<file path="config.mk">
export PLATFORM = sky130hd
export DESIGN_NAME = hotp_totp_code_checker_unit
export DESIGN_NICKNAME = d
export VERILOG_FILES = /design/src/rtl/hotp_pkg.sv /design/src/rtl/hotp_totp_code_checker_unit.sv /design/src/rtl/hotp_sha1_core.sv /design/src/rtl/hotp_divider.sv
export SDC_FILE = /design/constraint.sdc
export NUM_CORES = 2
export LEC_CHECK = 0
export BUFFER_PORTS_ARGS = -buffer_cell sky130_fd_sc_hd__buf_2
export CORE_UTILIZATION = 60
export DETAILED_ROUTE_END_ITERATION = 10
export PLACE_DENSITY = 0.74
export SLEW_MARGIN = 25
export SYNTH_ARGS = -nofsm -noshare
export SYNTH_HDL_FRONTEND = slang
export SYNTH_HIERARCHICAL = 1
export SYNTH_SLANG_ARGS = --single-unit
export TNS_END_PERCENT = 5
</file>
<file path="constraint.sdc">
create_clock -name i_clk -period 40.3 [get_ports i_clk]
set_input_delay 2.015 -clock i_clk [delete_from_list [all_inputs] [get_ports i_clk]]
set_output_delay 2.015 -clock i_clk [all_outputs]
set_load 0.02 [all_outputs]
</file>
<file path="src/rtl/hotp_pkg.sv">
// Package of the code checker: types and fixed constants.
`default_nettype none
package hotp_pkg;

    typedef enum logic [3:0] {
        S_IDLE,
        S_TDIV,
        S_TWAIT,
        S_HGO,
        S_HWAIT,
        S_MGO,
        S_MWAIT,
        S_DONE
    } t_state;

    localparam logic [1:0] REG_KEY_FIRST = 2'd0;
    localparam logic [1:0] REG_KEY_LAST  = 2'd1;
    localparam logic [1:0] REG_KEY_LEN   = 2'd2;

    localparam logic [19:0] CODE_MODULUS = 20'd1000000;

    // ceil(2^39 / 15625): exact quotient of any 25-bit value by 15625 after >> 39.
    localparam logic [25:0] RECIP_15625  = 26'd35184373;

    localparam logic [7:0] IPAD = 8'h36;
    localparam logic [7:0] OPAD = 8'h5C;

    localparam logic [159:0] H_INIT =
        160'h67452301_EFCDAB89_98BADCFE_10325476_C3D2E1F0;

    localparam logic [31:0] K0 = 32'h5A827999;
    localparam logic [31:0] K1 = 32'h6ED9EBA1;
    localparam logic [31:0] K2 = 32'h8F1BBCDC;
    localparam logic [31:0] K3 = 32'hCA62C1D6;

    // Message lengths in bits of the inner and outer HMAC messages.
    localparam logic [63:0] INNER_BITS = 64'd576;
    localparam logic [63:0] OUTER_BITS = 64'd672;

endpackage
`default_nettype wire

</file>
<file path="src/rtl/hotp_totp_code_checker_unit.sv">
// Top level of the HOTP/TOTP six-digit code checker.
// Usage:
//   Write the key over the config channel while the block is idle: index 0
//   takes key bytes 0..7, index 1 bytes 8..9, index 2 the key length.
//   The config channel is always ready; unknown indexes are dropped.
//   Present a request on the slave stream: tuser selects HOTP (0) or TOTP (1),
//   tdata carries the moving value and the candidate code.
//   One result per request leaves on the master stream: the computed code and
//   a match flag.
// Sequence:
//   One request at a time. A HOTP request runs four SHA-1 compressions
//   (each: launch, 80 rounds, chaining add, done), then the reciprocal modulo,
//   then the load of the output register. TOTP first divides by 30 with a
//   shift-and-fold loop. s_axis_tready is high only when idle, so a new
//   request is taken only once the last result is in the output register.
// Reset:
//   Synchronous, active low; clears the key registers, the sequencer and the
//   output valid.
// Stall:
//   A result waits in the output register while the receiver holds tready
//   low; the sequencer holds in its final state until that register frees.
`default_nettype none
module hotp_totp_code_checker_unit
    import hotp_pkg::*;
#(
    parameter int MAX_KEY_BYTES = 10
) (
    input  wire logic        i_clk,
    input  wire logic        i_rst_n,
    // config write channel
    input  wire logic        i_cfg_valid,
    output logic             o_cfg_ready,
    input  wire logic [1:0]  i_cfg_index,
    input  wire logic [63:0] i_cfg_data,
    // request stream
    input  wire logic        i_s_axis_tvalid,
    output logic             o_s_axis_tready,
    input  wire logic [87:0] i_s_axis_tdata,  // [63:0] moving_value, [83:64] candidate_code
    input  wire logic        i_s_axis_tuser,  // [0] action
    // result stream
    output logic             o_m_axis_tvalid,
    input  wire logic        i_m_axis_tready,
    output logic [23:0]      o_m_axis_tdata   // [0] code_valid, [20:1] expected_code
);

    t_state r_state, n_state;

    logic [63:0]  r_key_first;
    logic [15:0]  r_key_last;
    logic [3:0]   r_key_len;

    logic         r_act;
    logic [63:0]  r_factor;
    logic [19:0]  r_cand;
    logic [1:0]   r_blk;
    logic [159:0] r_chain;
    logic [159:0] r_ihash;

    logic         r_ovalid;
    logic [23:0]  r_odata;

    logic         in_acc;
    logic         out_free;
    logic         sha_start, div_start;
    logic         sha_done, div_done;
    logic [159:0] sha_h;
    logic [63:0]  div_quot;
    logic [19:0]  div_rem;

    logic [3:0]   klen;
    logic [79:0]  key80;
    logic [511:0] key_blk;
    logic [511:0] blk;
    logic [159:0] h_in;
    logic [3:0]   off;
    logic [7:0]   base;
    logic [31:0]  bin;
    logic [63:0]  div_dvd;
    logic         div_tdiv;

    assign o_cfg_ready     = 1'b1;
    assign in_acc          = i_s_axis_tvalid && o_s_axis_tready;
    assign out_free        = !r_ovalid || i_m_axis_tready;
    assign o_s_axis_tready = (r_state == S_IDLE);
    assign o_m_axis_tvalid = r_ovalid;
    assign o_m_axis_tdata  = r_odata;

    // Config registers.
    always_ff @(posedge i_clk) begin
        if (!i_rst_n) begin
            r_key_first <= '0;
            r_key_last  <= '0;
            r_key_len   <= '0;
        end else if (i_cfg_valid) begin
            unique case (i_cfg_index)
                REG_KEY_FIRST: r_key_first <= i_cfg_data;
                REG_KEY_LAST:  r_key_last  <= i_cfg_data[15:0];
                REG_KEY_LEN:   r_key_len   <= i_cfg_data[3:0];
                default: ;
            endcase
        end
    end

    // Mask key bytes past the saturated length, then pad to a 64-byte block.
    always_comb begin
        klen  = (r_key_len > 4'(MAX_KEY_BYTES)) ? 4'(MAX_KEY_BYTES) : r_key_len;
        key80 = {r_key_first, r_key_last};
        for (int i = 0; i < 10; i++) begin
            if (4'(i) >= klen) begin
                key80[79 - 8*i -: 8] = 8'h00;
            end
        end
        key_blk = {key80, 432'b0};
    end

    // Block and chaining value for each of the four compressions.
    always_comb begin
        unique case (r_blk)
            2'd0:    blk = key_blk ^ {64{IPAD}};
            2'd1:    blk = {r_factor, 8'h80, 376'b0, INNER_BITS};
            2'd2:    blk = key_blk ^ {64{OPAD}};
            default: blk = {r_ihash, 8'h80, 280'b0, OUTER_BITS};
        endcase
        h_in = r_blk[0] ? r_chain : H_INIT;
    end

    // Dynamic truncation of the final digest and choice of the divider input.
    always_comb begin
        off  = r_chain[3:0];
        base = 8'd128 - {1'b0, off, 3'b000};
        bin  = r_chain[base +: 32];
        bin[31] = 1'b0;
        div_tdiv = (r_state == S_TDIV);
        div_dvd  = div_tdiv ? r_factor : {32'b0, bin};
    end

    hotp_sha1_core u_sha (
        .i_clk   (i_clk),
        .i_rst_n (i_rst_n),
        .i_start (sha_start),
        .i_block (blk),
        .i_h     (h_in),
        .o_done  (sha_done),
        .o_h     (sha_h)
    );

    hotp_divider u_div (
        .i_clk   (i_clk),
        .i_rst_n (i_rst_n),
        .i_start (div_start),
        .i_tdiv  (div_tdiv),
        .i_value (div_dvd),
        .o_done  (div_done),
        .o_quot  (div_quot),
        .o_rem   (div_rem)
    );

    // Sequencer: next state.
    always_comb begin
        n_state = r_state;
        unique case (r_state)
            S_IDLE:  if (in_acc) n_state = i_s_axis_tuser ? S_TDIV : S_HGO;
            S_TDIV:  n_state = S_TWAIT;
            S_TWAIT: if (div_done) n_state = S_HGO;
            S_HGO:   n_state = S_HWAIT;
            S_HWAIT: if (sha_done) n_state = (r_blk == 2'd3) ? S_MGO : S_HGO;
            S_MGO:   n_state = S_MWAIT;
            S_MWAIT: if (div_done) n_state = S_DONE;
            S_DONE:  if (out_free) n_state = S_IDLE;
            default: n_state = S_IDLE;
        endcase
    end

    // Sequencer: unit launches.
    always_comb begin
        sha_start = 1'b0;
        div_start = 1'b0;
        unique case (r_state)
            S_TDIV:  div_start = 1'b1;
            S_MGO:   div_start = 1'b1;
            S_HGO:   sha_start = 1'b1;
            default: ;
        endcase
    end

    always_ff @(posedge i_clk) begin
        if (!i_rst_n) begin
            r_state  <= S_IDLE;
            r_ovalid <= 1'b0;
        end else begin
            r_state <= n_state;
            if (r_state == S_DONE && out_free) begin
                r_ovalid <= 1'b1;
            end else if (i_m_axis_tready) begin
                r_ovalid <= 1'b0;
            end
        end
    end

    // Datapath registers.
    always_ff @(posedge i_clk) begin
        if (in_acc) begin
            r_act    <= i_s_axis_tuser;
            r_factor <= i_s_axis_tdata[63:0];
            r_cand   <= i_s_axis_tdata[83:64];
            r_blk    <= 2'd0;
        end
        if (r_state == S_TWAIT && div_done && r_act) begin
            r_factor <= div_quot;
        end
        if (r_state == S_HWAIT && sha_done) begin
            r_chain <= sha_h;
            r_blk   <= r_blk + 2'd1;
            if (r_blk == 2'd1) begin
                r_ihash <= sha_h;
            end
        end
        if (r_state == S_DONE && out_free) begin
            r_odata <= {3'b000, div_rem, (r_cand == div_rem)};
        end
    end

endmodule
`default_nettype wire

</file>
<file path="src/rtl/hotp_sha1_core.sv">
// SHA-1 compression engine: one round per cycle, then the chaining add.
`default_nettype none
module hotp_sha1_core
    import hotp_pkg::*;
(
    input  wire logic         i_clk,
    input  wire logic         i_rst_n,
    input  wire logic         i_start,
    input  wire logic [511:0] i_block,
    input  wire logic [159:0] i_h,
    output logic              o_done,
    output logic [159:0]      o_h
);

    logic [31:0]  r_a, r_b, r_c, r_d, r_e;
    logic [31:0]  r_w [16];
    logic [159:0] r_h;
    logic [6:0]   r_cnt;
    logic         r_run;
    logic         r_add;
    logic         r_done;
    logic [159:0] r_hout;

    logic [31:0] f, k, tmp, w_x, w_new;

    always_comb begin
        if (r_cnt < 7'd20) begin
            f = (r_b & r_c) | (~r_b & r_d);
            k = K0;
        end else if (r_cnt < 7'd40) begin
            f = r_b ^ r_c ^ r_d;
            k = K1;
        end else if (r_cnt < 7'd60) begin
            f = (r_b & r_c) | (r_b & r_d) | (r_c & r_d);
            k = K2;
        end else begin
            f = r_b ^ r_c ^ r_d;
            k = K3;
        end
        tmp   = {r_a[26:0], r_a[31:27]} + f + r_e + k + r_w[0];
        w_x   = r_w[13] ^ r_w[8] ^ r_w[2] ^ r_w[0];
        w_new = {w_x[30:0], w_x[31]};
    end

    always_ff @(posedge i_clk) begin
        if (!i_rst_n) begin
            r_run  <= 1'b0;
            r_add  <= 1'b0;
            r_done <= 1'b0;
            r_cnt  <= '0;
        end else begin
            r_done <= r_add;
            r_add  <= 1'b0;
            if (i_start) begin
                r_run <= 1'b1;
                r_cnt <= '0;
            end else if (r_run) begin
                r_cnt <= r_cnt + 7'd1;
                if (r_cnt == 7'd79) begin
                    r_run <= 1'b0;
                    r_add <= 1'b1;
                end
            end
        end
    end

    always_ff @(posedge i_clk) begin
        if (i_start) begin
            r_h <= i_h;
            {r_a, r_b, r_c, r_d, r_e} <= i_h;
            for (int i = 0; i < 16; i++) begin
                r_w[i] <= i_block[511 - 32*i -: 32];
            end
        end else if (r_run) begin
            r_e <= r_d;
            r_d <= r_c;
            r_c <= {r_b[1:0], r_b[31:2]};
            r_b <= r_a;
            r_a <= tmp;
            for (int i = 0; i < 15; i++) begin
                r_w[i] <= r_w[i+1];
            end
            r_w[15] <= w_new;
        end
        if (r_add) begin
            r_hout <= {r_h[159:128] + r_a, r_h[127:96] + r_b, r_h[95:64] + r_c,
                       r_h[63:32] + r_d, r_h[31:0] + r_e};
        end
    end

    assign o_done = r_done;
    assign o_h    = r_hout;

endmodule
`default_nettype wire

</file>
<file path="src/rtl/hotp_divider.sv">
// Constant divider: shift-and-fold division by 30 and reciprocal reduction modulo one million.
`default_nettype none
module hotp_divider
    import hotp_pkg::*;
(
    input  wire logic        i_clk,
    input  wire logic        i_rst_n,
    input  wire logic        i_start,
    input  wire logic        i_tdiv,     // 1: divide by 30, 0: reduce modulo one million
    input  wire logic [63:0] i_value,
    output logic             o_done,
    output logic [63:0]      o_quot,
    output logic [19:0]      o_rem
);

    logic        r_run;
    logic        r_tdiv;
    logic        r_ph;
    logic        r_done;
    logic [62:0] r_r;
    logic [63:0] r_q;
    logic [30:0] r_x;
    logic [50:0] r_prod;
    logic [19:0] r_rem;

    logic [62:0] digit;
    logic        fold;
    logic [30:0] qm;
    logic [30:0] rem_w;

    // Fold step for /15: r = 16*t + low gives r - 15*t = t + low.
    always_comb begin
        digit = {4'b0, r_r[62:4]};
        fold  = (r_r[62:4] != '0);
        qm    = {19'b0, r_prod[50:39]} * {11'b0, CODE_MODULUS};
        rem_w = r_x - qm;
    end

    always_ff @(posedge i_clk) begin
        if (!i_rst_n) begin
            r_run  <= 1'b0;
            r_done <= 1'b0;
        end else begin
            r_done <= 1'b0;
            if (i_start) begin
                r_run <= 1'b1;
            end else if (r_run) begin
                if (r_tdiv ? !fold : r_ph) begin
                    r_run  <= 1'b0;
                    r_done <= 1'b1;
                end
            end
        end
    end

    always_ff @(posedge i_clk) begin
        if (i_start) begin
            r_tdiv <= i_tdiv;
            r_ph   <= 1'b0;
            r_r    <= i_value[63:1];
            r_q    <= '0;
            r_x    <= i_value[30:0];
        end else if (r_run) begin
            r_ph <= 1'b1;
            if (r_tdiv) begin
                if (fold) begin
                    r_q <= r_q + {1'b0, digit};
                    r_r <= digit + {59'b0, r_r[3:0]};
                end else if (r_r[3:0] == 4'hF) begin
                    r_q <= r_q + 64'd1;
                    r_r <= '0;
                end
            end else if (!r_ph) begin
                // x / 1000000 = (x >> 6) / 15625
                r_prod <= {26'b0, r_x[30:6]} * {25'b0, RECIP_15625};
            end else begin
                r_rem <= rem_w[19:0];
            end
        end
    end

    assign o_done = r_done;
    assign o_quot = r_q;
    assign o_rem  = r_rem;

endmodule
`default_nettype wire

</file>
[Yosys cells after proc, flatten, opt, wreduce, memory -nomap -nowiden]
Memory sizes are Yosys's and may differ from the RTL's.
Index checks and enable logic that the tools add are counted.
Widths: inputs -> output; s select.
Word-level totals
  bits in writable memories: 512
  memories kept: 1
  output and inout port bits: 27
  register bits: 1240
  bits of input ports: 160
  word-level logic and storage cells: 239
Memories
  u_sha.r_w: depth 16, width 32, rd ports 16, clocked after Yosys merged registers in 0, write ports 16, RTL line hotp_sha1_core.sv:16  | logic [31:0] r_w [16];
Operators by class
  bitwise logic cells: 37
  shifts and indexed selects: 1
  muxes and demuxes: 83
  multipliers: 2
  order comparisons: 14
  equal/unequal tests: 20
  $add $sub $neg: 16
  reductions and logical operators: 33
Operator list (count)
  $pmux 512 s3: 1
  $mux 32: 31
  $not 256->256: 2
  $mux 64: 5
  $mux 63: 5
  $add 32x32->32: 9
  $mux 160: 1
  $shiftx 160x9->31: 1
  $xor 32x32->32: 5
  $and 32x32->32: 4
  $or 32x32->32: 3
  $mux 8: 10
  $add 64x1->64 const B: 1
  $add 64x59->64: 1
  $add 59x4->60: 1
  $reduce_bool 59->1: 1
  $mul 25x26->51 const B: 1
  $not 32->32: 1
  $pmux 4 s8: 1
  $mux 31: 1
  $mux 4: 6
  $eq 20x20->1: 1
  $sub 20x20->20: 1
  $mux 1: 18
  37 further kinds: 95

[Logic depth before layout (Yosys ltp)]
  depth after elaboration: 12
  depth in mapped cells: 26

[Cells and area by module]
Netlist, hierarchy kept.
By module, submodules not included
  hotp_sha1_core: times used 1, area an instance 51476.9 um^2, cells an instance 3600
  hotp_totp_code_checker_unit: times used 1, area an instance 25388.1 um^2, cells an instance 2131
  hotp_divider: times used 1, area an instance 23840.4 um^2, cells an instance 2583

[Worst setup path before layout]
OpenSTA, ideal clock, no wires.
  path type: register -> register
  start point: register r_state[0]
  end point: register u_sha.r_a[0] (enable)
  setup slack: 23.005 ns
  cell stages (with the launch flop): 8
  arrival time: 16.531 ns
  cell sequence: dfxtp_1 > clkbuf_1 > nand2_1 > nor2_1 > clkbuf_1 > clkbuf_1 > clkbuf_1 > or2_2
Between the ends
  cells in the longest elaborated chain, start to end: 3
RTL lines
  start: declaration: RTL line hotp_totp_code_checker_unit.sv:46  | t_state r_state, n_state;
  start signal: assignment: RTL line hotp_totp_code_checker_unit.sv:191  | r_state <= n_state;
  $eq 4x2->1: RTL line hotp_totp_code_checker_unit.sv:178  | unique case (r_state)
  $mux 1: RTL line hotp_totp_code_checker_unit.sv:178
  net sha_start: RTL line hotp_totp_code_checker_unit.sv:64  | logic sha_start, div_start;
  $reduce_bool 2->1 (no source line)
  end signal: assignment: RTL line hotp_sha1_core.sv:70  | {r_a, r_b, r_c, r_d, r_e} <= i_h;
  end signal: assignment: RTL line hotp_sha1_core.sv:79  | r_a <= tmp;
  end: declaration: RTL line hotp_sha1_core.sv:15  | logic [31:0] r_a, r_b, r_c, r_d, r_e;
The timed path passes the listed nets, and every way through them passes these cells.
A chain may end at the register's enable or synchronous reset.

[Worst setup path in the final report]
  start point: register u_div.r_x[23]
  end point: register u_div.r_prod[44], data pin
Between the ends
  cells in the longest elaborated chain, start to end: 1
RTL lines
  start: declaration: RTL line hotp_divider.sv:22  | logic [30:0] r_x;
  start signal: assignment: RTL line hotp_divider.sv:62  | r_x <= i_value[30:0];
  $mul 25x26->51: RTL line hotp_divider.sv:75  | r_prod <= {26'b0, r_x[30:6]} * {25'b0, RECIP_15625};
  end signal: assignment: RTL line hotp_divider.sv:75
  end: declaration: RTL line hotp_divider.sv:23  | logic [50:0] r_prod;
Every way passes these cells.

==> flow_summary.ini <==
[status]
outcome = finished clean

[logic_synthesis]
synth_simple_gate_area_frac = 0.08522
synth_cell_types = 121
synth_top_family_by_area = adder cells
synthCells = 8314
yosys_warnings = 6
synth_adder_area_share = 0.1408
async_flop_share = 0
synth.area.top_cells = edfxtp_1 46%, mux2_2 7.3%, fa_1 7.2%, ha_1 6.8%, dfxtp_1 3.3%
ys.flop_type = edfxtp_1
synth_xor_area_frac = 0.03806
synth_edf_count = 1547
synth_compound_area_frac = 0.09546
netlist.area_leader.share = 0.4613
avgSynthCellArea_um2 = 12.11
yosys.cell_count.top_type = edfxtp_1
yosysSeqAreaShare = 0.4941
muxShareOfSynthArea = 0.1026
ys_top_cells_by_count = 1,547 x edfxtp_1, 797 x nand2_1, 740 x inv_1
synth-seq-cells = 1712
synth_area_leader_cell = edfxtp_1
syn-cell-area_mm2 = 0.1007

[clocking]
h-tree-depth = 4
cts_root_buf = clkbuf_16
cts-buffers-inserted = 181
postCtsHoldBufs = 0
cts.path.max_buffers = 3
insertion_delay_ns = 0.86
cts_tree = yes
post_cts_buffers = 0
cts_sinks = 1712
ctsResizeCount = 0
clk_pin_slew_ns = 0.08

[placed_design]
port_buffers = 178
place.gp.congestion = 0.9851
hpwl_mm = 246.2

[global_routing]
antenna_found_initial = 53
first_global_vias = 64840
grt_max_degree = 170
track_usage = 0.3794
grt_pass1_wl_mm = 456.3
overflow = 0

[drt]
dr.pass1.iters = 9
totalWireLength_mm = 322.8
avgRoutedWirePerCell_um = 29.81
vias = 68738
met1_length_mm = 128.1
avgViaCountPerCell = 6.347
drc = 0
route.met3.wl_mm = 35.31
highest_layer = met5
ant_nets = 0
drtIter0Drc = 8645
wl_met2_mm = 140.9

[worst_setup_path]
cp.required_ns = 40.88
ff2ff_setup_slack_ns = 32.32
crit_path_end_kind = flop
rr_endpoint = u_div/r_prod[44]
r2r_start = u_div/r_x[23]
timing_worst_setup_path_type = flop to flop
worst_setup_path_start_kind = flop
arrival_ns = 8.56
startpoint = u_div/r_x[23]
ff2ff_path_depth = 23
crit_fanout = 6

[die]
rows = 149
die-area_mm2 = 0.1695
fp.dieW_um = 411.7
core-area_mm2 = 0.1657
initial_core_util = 0.6076
dieHeight_um = 411.7
io_pins = 187

[hold_path]
hold_depth = 0
min_to = r_ihash[116]
holdCritStartpoint = u_sha/o_h[116]
hold_path_class = flop to flop

[sta]
tightest_slew_ns = 1.170
drv_slew = 0
hold_viol = 0
fin_setup_tns_ns = 0
period_share = 0.1979
max_freq_mhz = 125.4
rsz0062_at_grt = false
slew_headroom = 0.2157
clock_skew_ns = 0.04059
setup_viol = 0
fin_crit_ns = 7.976

[run]
cap_violations = 0

[finish]
area_delta_synth_final_pct = 9.367
layout.nets = 9534
drive_gt1_frac = 0.1623
fill_cells = 12269
## state kept, by name, indices dropped and copies added (netlist names), 64 cells and up
signal / count
u_sha/r_w: 512
r_chain: 160
r_ihash: 160
u_sha/o_h: 160
u_sha/r_h: 160
r_factor: 64
r_key_first: 64
u_div/o_quot: 64
## cell families (layout without fill, tap and decap cells)
logic type / after synthesis / in the layout
DFF: 1712 / 1712
and+or+nand+nor: 1797 / 1797
adders and majority gates: 915 / 915
muxes: 852 / 852
buffers and inverters: 1138 / 1355
AOI/OAI and AO/OA: 1463 / 1463
other: 2 / 112
xor gates and xnor gates: 435 / 435
## routing by layer
metal  GRT usage  up-vias
li1            -    30073
met1      0.5308    34318
met2      0.5586     3668
met3     0.08535      651
met4      0.1893       28
met5           0        -
## worst max-delay path: stages (launching register included)
cell and delay, ns:
edfxtp_1 0.63, inv_1 0.18, ha_1 0.39, inv_1 0.09
ha_1 0.33, xnor2_1 0.35, inv_1 0.12, fa_1 0.56
fa_1 0.48, fa_1 0.52, fa_1 0.54, inv_1 0.06
fa_1 0.53, inv_1 0.04, ha_1 0.32, a21o_1 0.17
a21o_1 0.27, a21o_1 0.21, a21o_1 0.17, a2111oi_0 0.86
o211a_1 0.37, o21ai_0 0.22, a31oi_1 0.22, a211oi_1 0.07
## stage by stage
step	hold slack (ns)	util	std cells	cell area [µm²]	setup WS [ns]
after CTS	0.4228	0.6639	10807	110000	32.23
final	0.4274	0.6645	10830	110100	32.32
after global routing	0.4355	0.6642	10808	110100	31.95
after floorplan	0.4003	-	8402	101000	23.00
after detailed placement	0.4110	0.6275	10464	104000	32.26
after global placement	0.4055	0.6271	10460	103900	32.35
## final cells by class
class | count | area [µm²] | area share
clock inverter | 115 | 1197 | 0.01087
sequential | 1712 | 49760 | 0.4518
timing repair buffer | 268 | 1664 | 0.01511
inverter | 744 | 2799 | 0.02541
multi-input combinational | 5552 | 47070 | 0.4274
clock buffer | 228 | 4850 | 0.04403
tap | 2189 | 2739 | 0.02487
antenna | 22 | 55.05 | 0.0004999
## layout by cell type, fill, tap and decap left out, types with 79 or more instances in the layout
master	synthesis	routed
mux2_2	654	654
buf_2	49	180
xnor2_1	305	305
xor2_1	127	127
ha_1	551	546
clkbuf_16	0	184
inv_1	740	735
nand3_1	96	96
nor2_1	282	278
conb_1	2	90
and2_1	153	152
a21boi_0	91	91
dfxtp_1	165	164
buf_4	13	79
o21ai_0	331	330
nand2b_1	115	114
a21o_1	156	156
edfxtp_1	1547	1547
nand2_1	797	796
mux2i_1	117	117
fa_1	364	364
a21oi_1	396	392
## worst max path at each step
stage                             endpoint  slack, ns  cells past startpoint
final                     u_div/r_prod[44]      32.32                     23
after global routing      u_div/r_prod[44]      31.95                     23
after CTS                 u_div/r_prod[44]      32.23                     23
after detailed placement  u_div/r_prod[44]      32.26                     23
after global placement    u_div/r_prod[44]      32.35                     23
after floorplan               u_sha/r_a[0]      23.00                      7
Power is left out: the tool's default activity adds up to more than one toggle a clock period on the data nets, which glitch-free logic cannot reach.
